## config.mk

```make
export PLATFORM = sky130hd
export DESIGN_NAME = measurement_frame_deframer
export DESIGN_NICKNAME = d
export VERILOG_FILES = /design/src/hw/rtl/mfd_pkg.sv /design/src/hw/rtl/mfd_front.sv /design/src/hw/rtl/mfd_queue.sv /design/src/hw/rtl/mfd_back.sv /design/src/hw/rtl/measurement_frame_deframer.sv
export SDC_FILE = /design/constraint.sdc
export NUM_CORES = 1
export LEC_CHECK = 0
export BUFFER_PORTS_ARGS = -buffer_cell sky130_fd_sc_hd__clkbuf_2
export CORE_ASPECT_RATIO = 0.9
export CORE_MARGIN = 2
export CORE_UTILIZATION = 50
export DETAILED_ROUTE_END_ITERATION = 8
export PLACE_DENSITY = 0.76
export SYNTH_ARGS = -nofsm -noshare
export SYNTH_HDL_FRONTEND = slang
export SYNTH_SLANG_ARGS = --single-unit
```

## constraint.sdc

```tcl
create_clock -name i_clk -period 6.3 [get_ports i_clk]
set_input_delay 1.26 -clock i_clk [delete_from_list [all_inputs] [get_ports i_clk]]
set_output_delay 1.26 -clock i_clk [all_outputs]
set_load 0.1 [all_outputs]
```

## src/hw/rtl/mfd_pkg.sv

```systemverilog
// Shared types and constants for the measurement frame deframer.
`default_nettype none

package mfd_pkg;

    // Start and end marker byte of a frame
    localparam logic [7:0] FRAME_MARK = 8'hAA;

    // Result status codes
    localparam logic STATUS_POINT    = 1'b0;
    localparam logic STATUS_MARK_ERR = 1'b1;

    // Result queue between front and back
    localparam int unsigned QUEUE_DEPTH = 2;
    localparam int unsigned QPTR_W      = $clog2(QUEUE_DEPTH);
    localparam int unsigned QCNT_W      = $clog2(QUEUE_DEPTH + 1);

    // Configuration register byte address (word index lives in paddr[2])
    localparam int unsigned PADDR_W          = 3;
    localparam logic        REG_EXPECTED_IDX = 1'b0;

    // Position within the 8-byte frame
    typedef enum logic [2:0] {
        POS_HUNT,
        POS_DURATION,
        POS_FREQ0,
        POS_FREQ1,
        POS_FREQ2,
        POS_FREQ3,
        POS_END_MARK,
        POS_CHECKSUM
    } t_frame_pos;

    // One result item as it travels from front to back
    typedef struct packed {
        logic        frame_status;
        logic [7:0]  duration;
        logic [31:0] frequency;
        logic [15:0] point_index;
        logic        run_done;
    } t_result;

endpackage

`default_nettype wire

```

## src/hw/rtl/mfd_front.sv

```systemverilog
// Front part: frame hunting, byte gathering, point counting and result build.
`default_nettype none

module mfd_front
    import mfd_pkg::*;
#(
    parameter int unsigned COUNT_BITS = 16
) (
    input  wire logic        i_clk,
    input  wire logic        i_rst_n,
    input  wire logic        i_byte_valid,
    input  wire logic [7:0]  i_byte,
    input  wire logic [15:0] i_expected_points,
    output t_result          o_push_data,
    output logic             o_push
);

    localparam int unsigned CMP_W = (COUNT_BITS > 16) ? COUNT_BITS : 16;

    t_frame_pos              r_pos;
    t_frame_pos              n_pos;
    logic [7:0]              r_duration;
    logic [31:0]             r_frequency;
    logic [7:0]              r_end_mark;
    logic [COUNT_BITS-1:0]   r_point_count;
    logic [COUNT_BITS-1:0]   n_point_count;
    logic [COUNT_BITS-1:0]   count_inc;
    logic                    run_finished;
    logic                    active;
    logic                    mark_ok;

    // Bytes are dropped once the run has its full point count
    assign run_finished = CMP_W'(r_point_count) >= CMP_W'(i_expected_points);
    assign active       = i_byte_valid && !run_finished;
    assign count_inc    = r_point_count + 1'b1;
    assign mark_ok      = (r_end_mark == FRAME_MARK);

    // Next frame position, count and result
    always_comb begin
        n_pos         = r_pos;
        n_point_count = r_point_count;
        o_push        = 1'b0;
        o_push_data.duration    = r_duration;
        o_push_data.frequency   = r_frequency;
        o_push_data.point_index = 16'(r_point_count);
        o_push_data.frame_status = mark_ok ? STATUS_POINT : STATUS_MARK_ERR;
        o_push_data.run_done    = mark_ok && (CMP_W'(count_inc) == CMP_W'(i_expected_points));
        if (active) begin
            case (r_pos)
                POS_HUNT: begin
                    if (i_byte == FRAME_MARK) begin
                        n_pos = POS_DURATION;
                    end
                end
                POS_DURATION: n_pos = POS_FREQ0;
                POS_FREQ0:    n_pos = POS_FREQ1;
                POS_FREQ1:    n_pos = POS_FREQ2;
                POS_FREQ2:    n_pos = POS_FREQ3;
                POS_FREQ3:    n_pos = POS_END_MARK;
                POS_END_MARK: n_pos = POS_CHECKSUM;
                POS_CHECKSUM: begin
                    n_pos  = POS_HUNT;
                    o_push = 1'b1;
                    if (mark_ok) begin
                        n_point_count = count_inc;
                    end
                end
                default: n_pos = POS_HUNT;
            endcase
        end
    end

    // Hold frame position and point count
    always_ff @(posedge i_clk) begin
        if (!i_rst_n) begin
            r_pos         <= POS_HUNT;
            r_point_count <= '0;
        end else begin
            r_pos         <= n_pos;
            r_point_count <= n_point_count;
        end
    end

    // Gather frame bytes into their fields
    always_ff @(posedge i_clk) begin
        if (!i_rst_n) begin
            r_duration  <= '0;
            r_frequency <= '0;
            r_end_mark  <= '0;
        end else if (active) begin
            case (r_pos)
                POS_DURATION: r_duration         <= i_byte;
                POS_FREQ0:    r_frequency[7:0]   <= i_byte;
                POS_FREQ1:    r_frequency[15:8]  <= i_byte;
                POS_FREQ2:    r_frequency[23:16] <= i_byte;
                POS_FREQ3:    r_frequency[31:24] <= i_byte;
                POS_END_MARK: r_end_mark         <= i_byte;
                default: begin
                end
            endcase
        end
    end

endmodule

`default_nettype wire

```

## src/hw/rtl/mfd_queue.sv

```systemverilog
// Short result queue that decouples the front from the output stage.
`default_nettype none

module mfd_queue
    import mfd_pkg::*;
(
    input  wire logic    i_clk,
    input  wire logic    i_rst_n,
    input  wire logic    i_push,
    input  wire t_result i_push_data,
    input  wire logic    i_pop,
    output t_result      o_head,
    output logic         o_empty,
    output logic         o_full
);

    t_result              r_entry [QUEUE_DEPTH];
    logic [QPTR_W-1:0]    r_wr_ptr;
    logic [QPTR_W-1:0]    r_rd_ptr;
    logic [QCNT_W-1:0]    r_count;
    logic                 do_push;
    logic                 do_pop;

    assign o_empty = (r_count == '0);
    assign o_full  = (r_count == QCNT_W'(QUEUE_DEPTH));
    assign o_head  = r_entry[r_rd_ptr];
    assign do_push = i_push && !o_full;
    assign do_pop  = i_pop && !o_empty;

    // Advance pointers and fill count
    always_ff @(posedge i_clk) begin
        if (!i_rst_n) begin
            r_wr_ptr <= '0;
            r_rd_ptr <= '0;
            r_count  <= '0;
        end else begin
            if (do_push) begin
                r_wr_ptr <= (r_wr_ptr == QPTR_W'(QUEUE_DEPTH - 1)) ? '0 : r_wr_ptr + 1'b1;
            end
            if (do_pop) begin
                r_rd_ptr <= (r_rd_ptr == QPTR_W'(QUEUE_DEPTH - 1)) ? '0 : r_rd_ptr + 1'b1;
            end
            case ({do_push, do_pop})
                2'b10:   r_count <= r_count + 1'b1;
                2'b01:   r_count <= r_count - 1'b1;
                default: r_count <= r_count;
            endcase
        end
    end

    // Store pushed results
    always_ff @(posedge i_clk) begin
        if (do_push) begin
            r_entry[r_wr_ptr] <= i_push_data;
        end
    end

endmodule

`default_nettype wire

```

## src/hw/rtl/mfd_back.sv

```systemverilog
// Back part: output register that delivers queued results downstream.
`default_nettype none

module mfd_back
    import mfd_pkg::*;
(
    input  wire logic    i_clk,
    input  wire logic    i_rst_n,
    input  wire logic    i_empty,
    input  wire t_result i_head,
    output logic         o_pop,
    input  wire logic    i_out_stall,
    output logic         o_out_valid,
    output t_result      o_out_data
);

    logic     r_valid;
    t_result  r_data;

    // Refill the output register when it is free or being taken
    assign o_pop       = !i_empty && (!r_valid || !i_out_stall);
    assign o_out_valid = r_valid;
    assign o_out_data  = r_data;

    always_ff @(posedge i_clk) begin
        if (!i_rst_n) begin
            r_valid <= 1'b0;
        end else if (o_pop) begin
            r_valid <= 1'b1;
        end else if (!i_out_stall) begin
            r_valid <= 1'b0;
        end
    end

    // Load result payload
    always_ff @(posedge i_clk) begin
        if (o_pop) begin
            r_data <= i_head;
        end
    end

endmodule

`default_nettype wire

```

## src/hw/rtl/measurement_frame_deframer.sv

```systemverilog
// Top level of the measurement frame deframer with its configuration port.
//
//  Channel  | Direction | Handshake                  | Payload
//  ---------+-----------+----------------------------+-------------------------------------
//  rx       | in        | i_rx_valid / o_rx_stall    | i_rx_byte
//  result   | out       | o_res_valid / i_res_stall  | o_frame_status, o_duration,
//           |           |                            | o_frequency, o_point_index, o_run_done
//  config   | in        | psel/penable/pwrite/pready | paddr, pwdata, prdata
//
// One byte is taken every cycle unless the two-entry result queue is full.
// A result enters the result queue at the edge that takes its checksum byte and
// moves on into the output register once that register is free or being taken.
// Reset starts a new run: hunting for the start marker with a point count of zero.
// o_rx_stall rises only while the queue is full, i.e. after the output has
// been stalled with two more results waiting behind it.
`default_nettype none

module measurement_frame_deframer
    import mfd_pkg::*;
#(
    parameter int unsigned COUNT_BITS = 16
) (
    input  wire logic               i_clk,
    input  wire logic               i_rst_n,
    input  wire logic               i_rx_valid,
    output logic                    o_rx_stall,
    input  wire logic [7:0]         i_rx_byte,
    output logic                    o_res_valid,
    input  wire logic               i_res_stall,
    output logic                    o_frame_status,
    output logic [7:0]              o_duration,
    output logic [31:0]             o_frequency,
    output logic [15:0]             o_point_index,
    output logic                    o_run_done,
    input  wire logic               psel,
    input  wire logic               penable,
    input  wire logic               pwrite,
    input  wire logic [PADDR_W-1:0] paddr,
    input  wire logic [31:0]        pwdata,
    output logic [31:0]             prdata,
    output logic                    pready
);

    logic [15:0] r_expected_points;
    logic        rx_accept;
    logic        push;
    t_result     push_data;
    t_result     head;
    t_result     out_data;
    logic        q_empty;
    logic        q_full;
    logic        pop;
    logic        sel_expected;

    // Configuration register access
    assign pready       = 1'b1;
    assign sel_expected = (paddr[2] == REG_EXPECTED_IDX);
    assign prdata       = sel_expected ? {16'h0000, r_expected_points} : 32'h0000_0000;

    always_ff @(posedge i_clk) begin
        if (!i_rst_n) begin
            r_expected_points <= 16'd1;
        end else if (psel && penable && pwrite && pready && sel_expected) begin
            r_expected_points <= pwdata[15:0];
        end
    end

    // Stall input while the queue has no room
    assign o_rx_stall = q_full;
    assign rx_accept  = i_rx_valid && !q_full;

    mfd_front #(
        .COUNT_BITS (COUNT_BITS)
    ) u_front (
        .i_clk             (i_clk),
        .i_rst_n           (i_rst_n),
        .i_byte_valid      (rx_accept),
        .i_byte            (i_rx_byte),
        .i_expected_points (r_expected_points),
        .o_push_data       (push_data),
        .o_push            (push)
    );

    mfd_queue u_queue (
        .i_clk       (i_clk),
        .i_rst_n     (i_rst_n),
        .i_push      (push),
        .i_push_data (push_data),
        .i_pop       (pop),
        .o_head      (head),
        .o_empty     (q_empty),
        .o_full      (q_full)
    );

    mfd_back u_back (
        .i_clk       (i_clk),
        .i_rst_n     (i_rst_n),
        .i_empty     (q_empty),
        .i_head      (head),
        .o_pop       (pop),
        .i_out_stall (i_res_stall),
        .o_out_valid (o_res_valid),
        .o_out_data  (out_data)
    );

    // Break out result fields
    assign o_frame_status = out_data.frame_status;
    assign o_duration     = out_data.duration;
    assign o_frequency    = out_data.frequency;
    assign o_point_index  = out_data.point_index;
    assign o_run_done     = out_data.run_done;

endmodule

`default_nettype wire

```

### Word-level counts from Yosys, hierarchy flattened

Memories as Yosys holds them, arrays and structs flattened. A register that Yosys moved wholly into a read port is not among the register bits.
Cells that the tools add are included.

* add/subtract/negate cells: 5
* order comparisons: 1
* equal/unequal tests: 15
* mux-type cells: 13
* bitwise operators: 1
* reduce and logical (&&, ||, !) cells: 26

Operators by type and width (number)
* one-hot mux 3 bit (8 select lines): 1
* adder 16 x 1 -> 16 bit, second input constant: 1
* == test 16 bit: 1
* == test 8 bit, second input constant: 2
* >= comparator 16 bit: 1
* two-way mux 16 bit: 1
* AND reduction 2 bit: 7
* == test 3 bit, second input constant: 4
* logical AND 1 bit: 9
* two-way mux 1 bit: 9
* == test 3 x 2 -> 1 bit, second input constant: 2
* logical NOT 1 bit: 5
* == test 2 bit, second input constant: 2
* != test 2 x 1 -> 1 bit, second input constant: 2
* one-hot mux 2 bit (2 select lines): 1
* == test 3 x 1 -> 1 bit, second input constant: 1
* logical NOT 3 bit: 1
* two-way mux 3 bit: 1
* AND reduction 3 bit: 1
* adder 1 bit, second input constant: 2
* adder 2 x 1 -> 2 bit, second input constant: 1
* == test 2 x 1 -> 1 bit, second input constant: 1
* logical NOT 2 bit: 1
* nonzero test 2 bit: 1
* other kinds (3): 3

* register bits after elaboration: 88
* bits in writable memories: 116
* memories kept: 1

Memories
* u_queue.r_entry: words 2, bits a word 58, read ports 1, clocked after Yosys merged registers in 1, write ports 1, RTL line mfd_queue.sv:17 `t_result r_entry [QUEUE_DEPTH];`

### Depth between registers and ports, before layout

* depth in word-level cells: 8
* gate-level depth with buffers: 12
* gate-level depth less buffers: 11

### By module

A second synthesis with hierarchy kept.

* cell total of the unflattened synthesis: 800
* area, all modules: 10836.6 um^2

Modules (own cells, without submodules)
* mfd_queue: times used 1, cells an instance 206, area each 4408.0 um^2, sequential area each 3583.4 um^2
* mfd_front: times used 1, cells an instance 425, area each 3728.6 um^2, sequential area each 1341.3 um^2
* mfd_back: times used 1, cells an instance 62, area each 1781.7 um^2, sequential area each 1761.7 um^2
* measurement_frame_deframer: times used 1, cells an instance 107, area each 918.4 um^2, sequential area each 320.3 um^2

### Worst setup path before layout

OpenSTA, ideal clock, no wires.

* path kind: in2reg
* start point: input i_res_stall
* end point: register u_queue.r_count[1]
* arrival time: 5.340 ns
* data required time: 6.230 ns
* path slack: 0.890 ns
* cell stages on the path: 4
* path buffers: 0
* cell sequence: a21oi_1 > ha_1 > or3_1 > a21oi_1

* word-level cells in the longest chain between the ends: 6
* elaborated cells between the ends (all ways): 8

Ends and longest elaborated chain
* start, declared: RTL line measurement_frame_deframer.sv:29 `input wire logic i_res_stall,`
* logical NOT 1 bit (*): RTL line mfd_back.sv:21 `assign o_pop = !i_empty && (!r_valid || !i_out_stall);`
* logical OR 1 bit (*): RTL line mfd_back.sv:21
* logical AND 1 bit (*): RTL line mfd_back.sv:21
* logical AND 1 bit (*): RTL line mfd_queue.sv:28 `assign do_pop = i_pop && !o_empty;`
* == test 2 x 1 -> 1 bit / == test 2 bit (equally long branches): RTL line mfd_queue.sv:43 `case ({do_push, do_pop})`
* one-hot mux 2 bit (2 select lines) / nonzero test 2 bit (equally long branches)
* end signal, assigned: RTL line mfd_queue.sv:44 `2'b10: r_count <= r_count + 1'b1;`
* end signal, assigned: RTL line mfd_queue.sv:45 `2'b01: r_count <= r_count - 1'b1;`
* end signal, assigned: RTL line mfd_queue.sv:46 `default: r_count <= r_count;`
* end, declared: RTL line mfd_queue.sv:20 `logic [QCNT_W-1:0] r_count;`

Mark *: on every way between the ends. The rest lies on a longest branch, timed or not.
A chain may end at the register's enable or synchronous reset.

### Worst setup path in the final report

* start point: register u_front.r_point_count[1]
* end point: memory u_queue.r_entry[0][11] (netlist bit), enable pin

* word-level cells in the longest chain between the ends: 7

Ends and longest elaborated chain
* start, declared: RTL line mfd_front.sv:25 `logic [COUNT_BITS-1:0] r_point_count;`
* start signal, assigned: RTL line mfd_front.sv:80 `r_point_count <= n_point_count;`
* >= comparator 16 bit: RTL line mfd_front.sv:33 `assign run_finished = CMP_W'(r_point_count) >= CMP_W'(i_expected_points);`
* logical NOT 1 bit: RTL line mfd_front.sv:34 `assign active = i_byte_valid && !run_finished;`
* logical AND 1 bit: RTL line mfd_front.sv:34
* two-way mux 1 bit: RTL line mfd_front.sv:48 `if (active) begin`
* logical AND 1 bit: RTL line mfd_queue.sv:27 `assign do_push = i_push && !o_full;`
* two-way mux 1 bit: RTL line mfd_queue.sv:53 `if (do_push) begin`
* two-way mux 1 bit (not written as such): RTL line mfd_queue.sv:54 `r_entry[r_wr_ptr] <= i_push_data;`
* end, declared: RTL line mfd_queue.sv:17

Every way passes these cells.

==> impl_metrics.env <==
export IMPL_tightest_slew_ps=1100
export IMPL_drt_iter0_markers=425
export IMPL_rsz0062_at_grt="no"
export IMPL_async_flop_share_pct=0
export IMPL_cts_buffers=26
export IMPL_cts_tree="done"
export IMPL_vdd_drop_max_mv=0.280
export IMPL_utilization_pct=57.6
export IMPL_grt_max_degree=61
export IMPL_syn_area_mm2=0.0109
export IMPL_dp_hpwl_um=13200
export IMPL_n_antenna_cell=0
export IMPL_final_common_cell="edfxtp_1"
export IMPL_period_needed_ps=3920
export IMPL_clk_pin_slew_ps=60
export IMPL_grt_ovfl_total=0
export IMPL_power_density_mw_per_mm2=329
export IMPL_cts_sinks=262
export IMPL_final_cells=1238
export IMPL_cap_violations=0
export IMPL_outcome="completed"
export IMPL_place_ws_ps=2200
export IMPL_holdWs_ps=453
export IMPL_power_mw=4.06
export IMPL_h_tree_depth=1
export IMPL_routed_wl_um=20500
export IMPL_fin_setup_tns_ps=0
export IMPL_postLayoutCellArea_mm2=0.0123
export IMPL_vias=6439
export IMPL_grt_pass1_wl_um=31800
export IMPL_slowest_stage="nor4_1"
export IMPL_synth_edf_count=174
export IMPL_endpoint_kind="register"
export IMPL_fp_dieW_um=159
export IMPL_ys_warn_count=0
export IMPL_slew_viol_final=0
export IMPL_most_common_layout_cells="edfxtp_1, nand2_1, clkbuf_2"
export IMPL_path_max_fanout=58
export IMPL_cts_buffer_depth=3
export IMPL_path_delay_family="simple AND/OR/NAND/NOR gates"
export IMPL_clk_latency_ps=530
export IMPL_cts_resized=0
export IMPL_via_per_inst=5.20
export IMPL_num_rows=51
export IMPL_die_area_mm2=0.0229
export IMPL_layout_drive_gt1_share_pct=22.5
export IMPL_dr_pass1_iters=5
export IMPL_cp_start_kind="register"
export IMPL_synthDistinctLibCells=51
export IMPL_io_pins=143
export IMPL_synth_seq_cells=262
export IMPL_setup_viol=0
export IMPL_clock_fmax_mhz=255
export IMPL_cts_setup_buffers=0
export IMPL_start_util_pct=50.6
export IMPL_place_congestion=0.882
export IMPL_antenna_found_initial=0
export IMPL_portBuffers=107
export IMPL_place_area_mm2=0.0115
export IMPL_max_stage_delay_ps=690
export IMPL_relSlewSlack_pct=25.8
export IMPL_hp_class="register to register"
export IMPL_grt_pass1_vias=5998
export IMPL_hold_buffers=0
export IMPL_die_h_um=144
export IMPL_ant_nets=0
export IMPL_finalHoldViolCount=0
export IMPL_synthesis_instances=835
export IMPL_cp_required_ps=6450
export IMPL_yosys_most_used_dff="edfxtp_1"
export IMPL_cp_num_buf_inv=2
export IMPL_setup_ws_ps=2380
export IMPL_p_leak_nw=4.80
export IMPL_critical_path_class="register to register"
export IMPL_arrival_ps=4070
export IMPL_area_growth_synth_to_final_pct=13.7
export IMPL_cts_root_buf="clkbuf_16"
export IMPL_final_setup_skew_ps=16.3
export IMPL_track_usage_pct=17.6
export IMPL_dp_cells=1190
export IMPL_post_route_period_util_pct=62.3
export IMPL_critical_path_cell_chain="ha_1 -> nor2b_1 -> o211a_1 -> o311a_1 -> nor4_1 -> inv_1 -> nor2_4 -> buf_4"
export IMPL_drc_errors=0
export IMPL_nets=999
export IMPL_wire_per_inst_um=16.6
export IMPL_syn_area_per_cell_um2=13.0
export IMPL_core_mm2=0.0214
export IMPL_seq_area_frac_synth_pct=64.4
registers in the layout, summed over array words and instances, names as in the netlist:
signal / flops
u_front.r_point_count: 16
u_queue.r_wr_ptr: 1
u_queue.r_count: 2
u_front.r_duration: 8
u_front.r_pos: 3
r_expected_points: 16
u_front.r_end_mark: 8
u_back.o_out_valid: 1
u_back.o_out_data: 58
u_queue.r_rd_ptr: 1
u_front.r_frequency: 32
u_queue.r_entry: 116
cell usage after synthesis (all sizes together), types with 2 or more instances:
cell type,n,share of area (%)
and4b,2,0.18
conb,2,0.069
o31ai,5,0.35
edfxtp,174,48
mux2,58,6.0
nor2,29,1.0
or3,2,0.12
nand3b,2,0.14
inv,22,0.76
o2111ai,3,0.24
nand4,13,0.75
nor4,16,0.92
a211o,2,0.16
and4,4,0.32
or4,7,0.59
dfxtp,88,16
xnor2,10,0.81
nand4b,2,0.16
nand3,11,0.51
and3,3,0.17
xor2,8,0.65
a21oi,27,1.2
ha,22,2.5
o221ai,2,0.16
and2,4,0.23
mux2i,67,6.2
nor3,6,0.28
a21o,2,0.14
nand2b,23,1.3
nor4bb,4,0.37
nand2,125,4.3
nor2b,6,0.35
buf,30,1.9
o21ai,6,0.28
clkbuf,33,1.1
a31oi,4,0.23
where the power goes:
part,leakage (nW),switching [mW],internal [mW]
logic,2.06,0.566,0.109
registers,2.35,0.0375,1.91
clock network,0.392,0.614,0.830
total,4.80,1.22,2.84
final cells by class:
class	instances	area, um2
fillers	1753	9100
clock buffers	42	761
multi-input cells	503	3520
well taps	291	364
inverters	22	82.6
clock inverters	6	50.0
flip-flops and latches	262	6990
repair buffers	112	573
cell families after synthesis:
| group | count (synthesis) | synth area share (%) |
|---|---|---|
| flip-flops | 262 | 64.4 |
| AND/OR/NAND/NOR | 262 | 12.0 |
| multiplexers | 125 | 12.2 |
| buffers and inverters | 85 | 3.85 |
| AO/OA/AOI/OAI | 59 | 3.51 |
| adder cells (fa/ha/maj) | 22 | 2.54 |
| XOR/XNOR | 18 | 1.45 |
| other | 2 | 0.0692 |
path summary, 6_finish.rpt:
kind | start | depth (start not counted) | slack, ps | endpoint
max | u_front.r_point_count[1] | 8 | 2380 | u_queue.r_entry[0][11]
min | u_front.r_duration[7] | 0 | 450 | u_queue.r_entry[1][56]
max reg2reg | u_front.r_point_count[1] | 8 | 2380 | u_queue.r_entry[0][11]
min reg2reg | u_front.r_duration[7] | 0 | 450 | u_queue.r_entry[1][56]
worst register-to-register path, cell delays in order, from the launching register on:
cell	delay [ps]
dfxtp_1	550
ha_1	320
nor2b_1	130
o211a_1	220
o311a_1	610
nor4_1	690
inv_1	210
nor2_4	120
buf_4	620
per-layer routing:
layer	GRT usage (%)	wire (um)
met1	24.5	9560
met2	29.0	9540
met3	3.03	1030
met4	4.16	380
met5	0	0
Note: power is estimated with default switching activity, not from simulation.
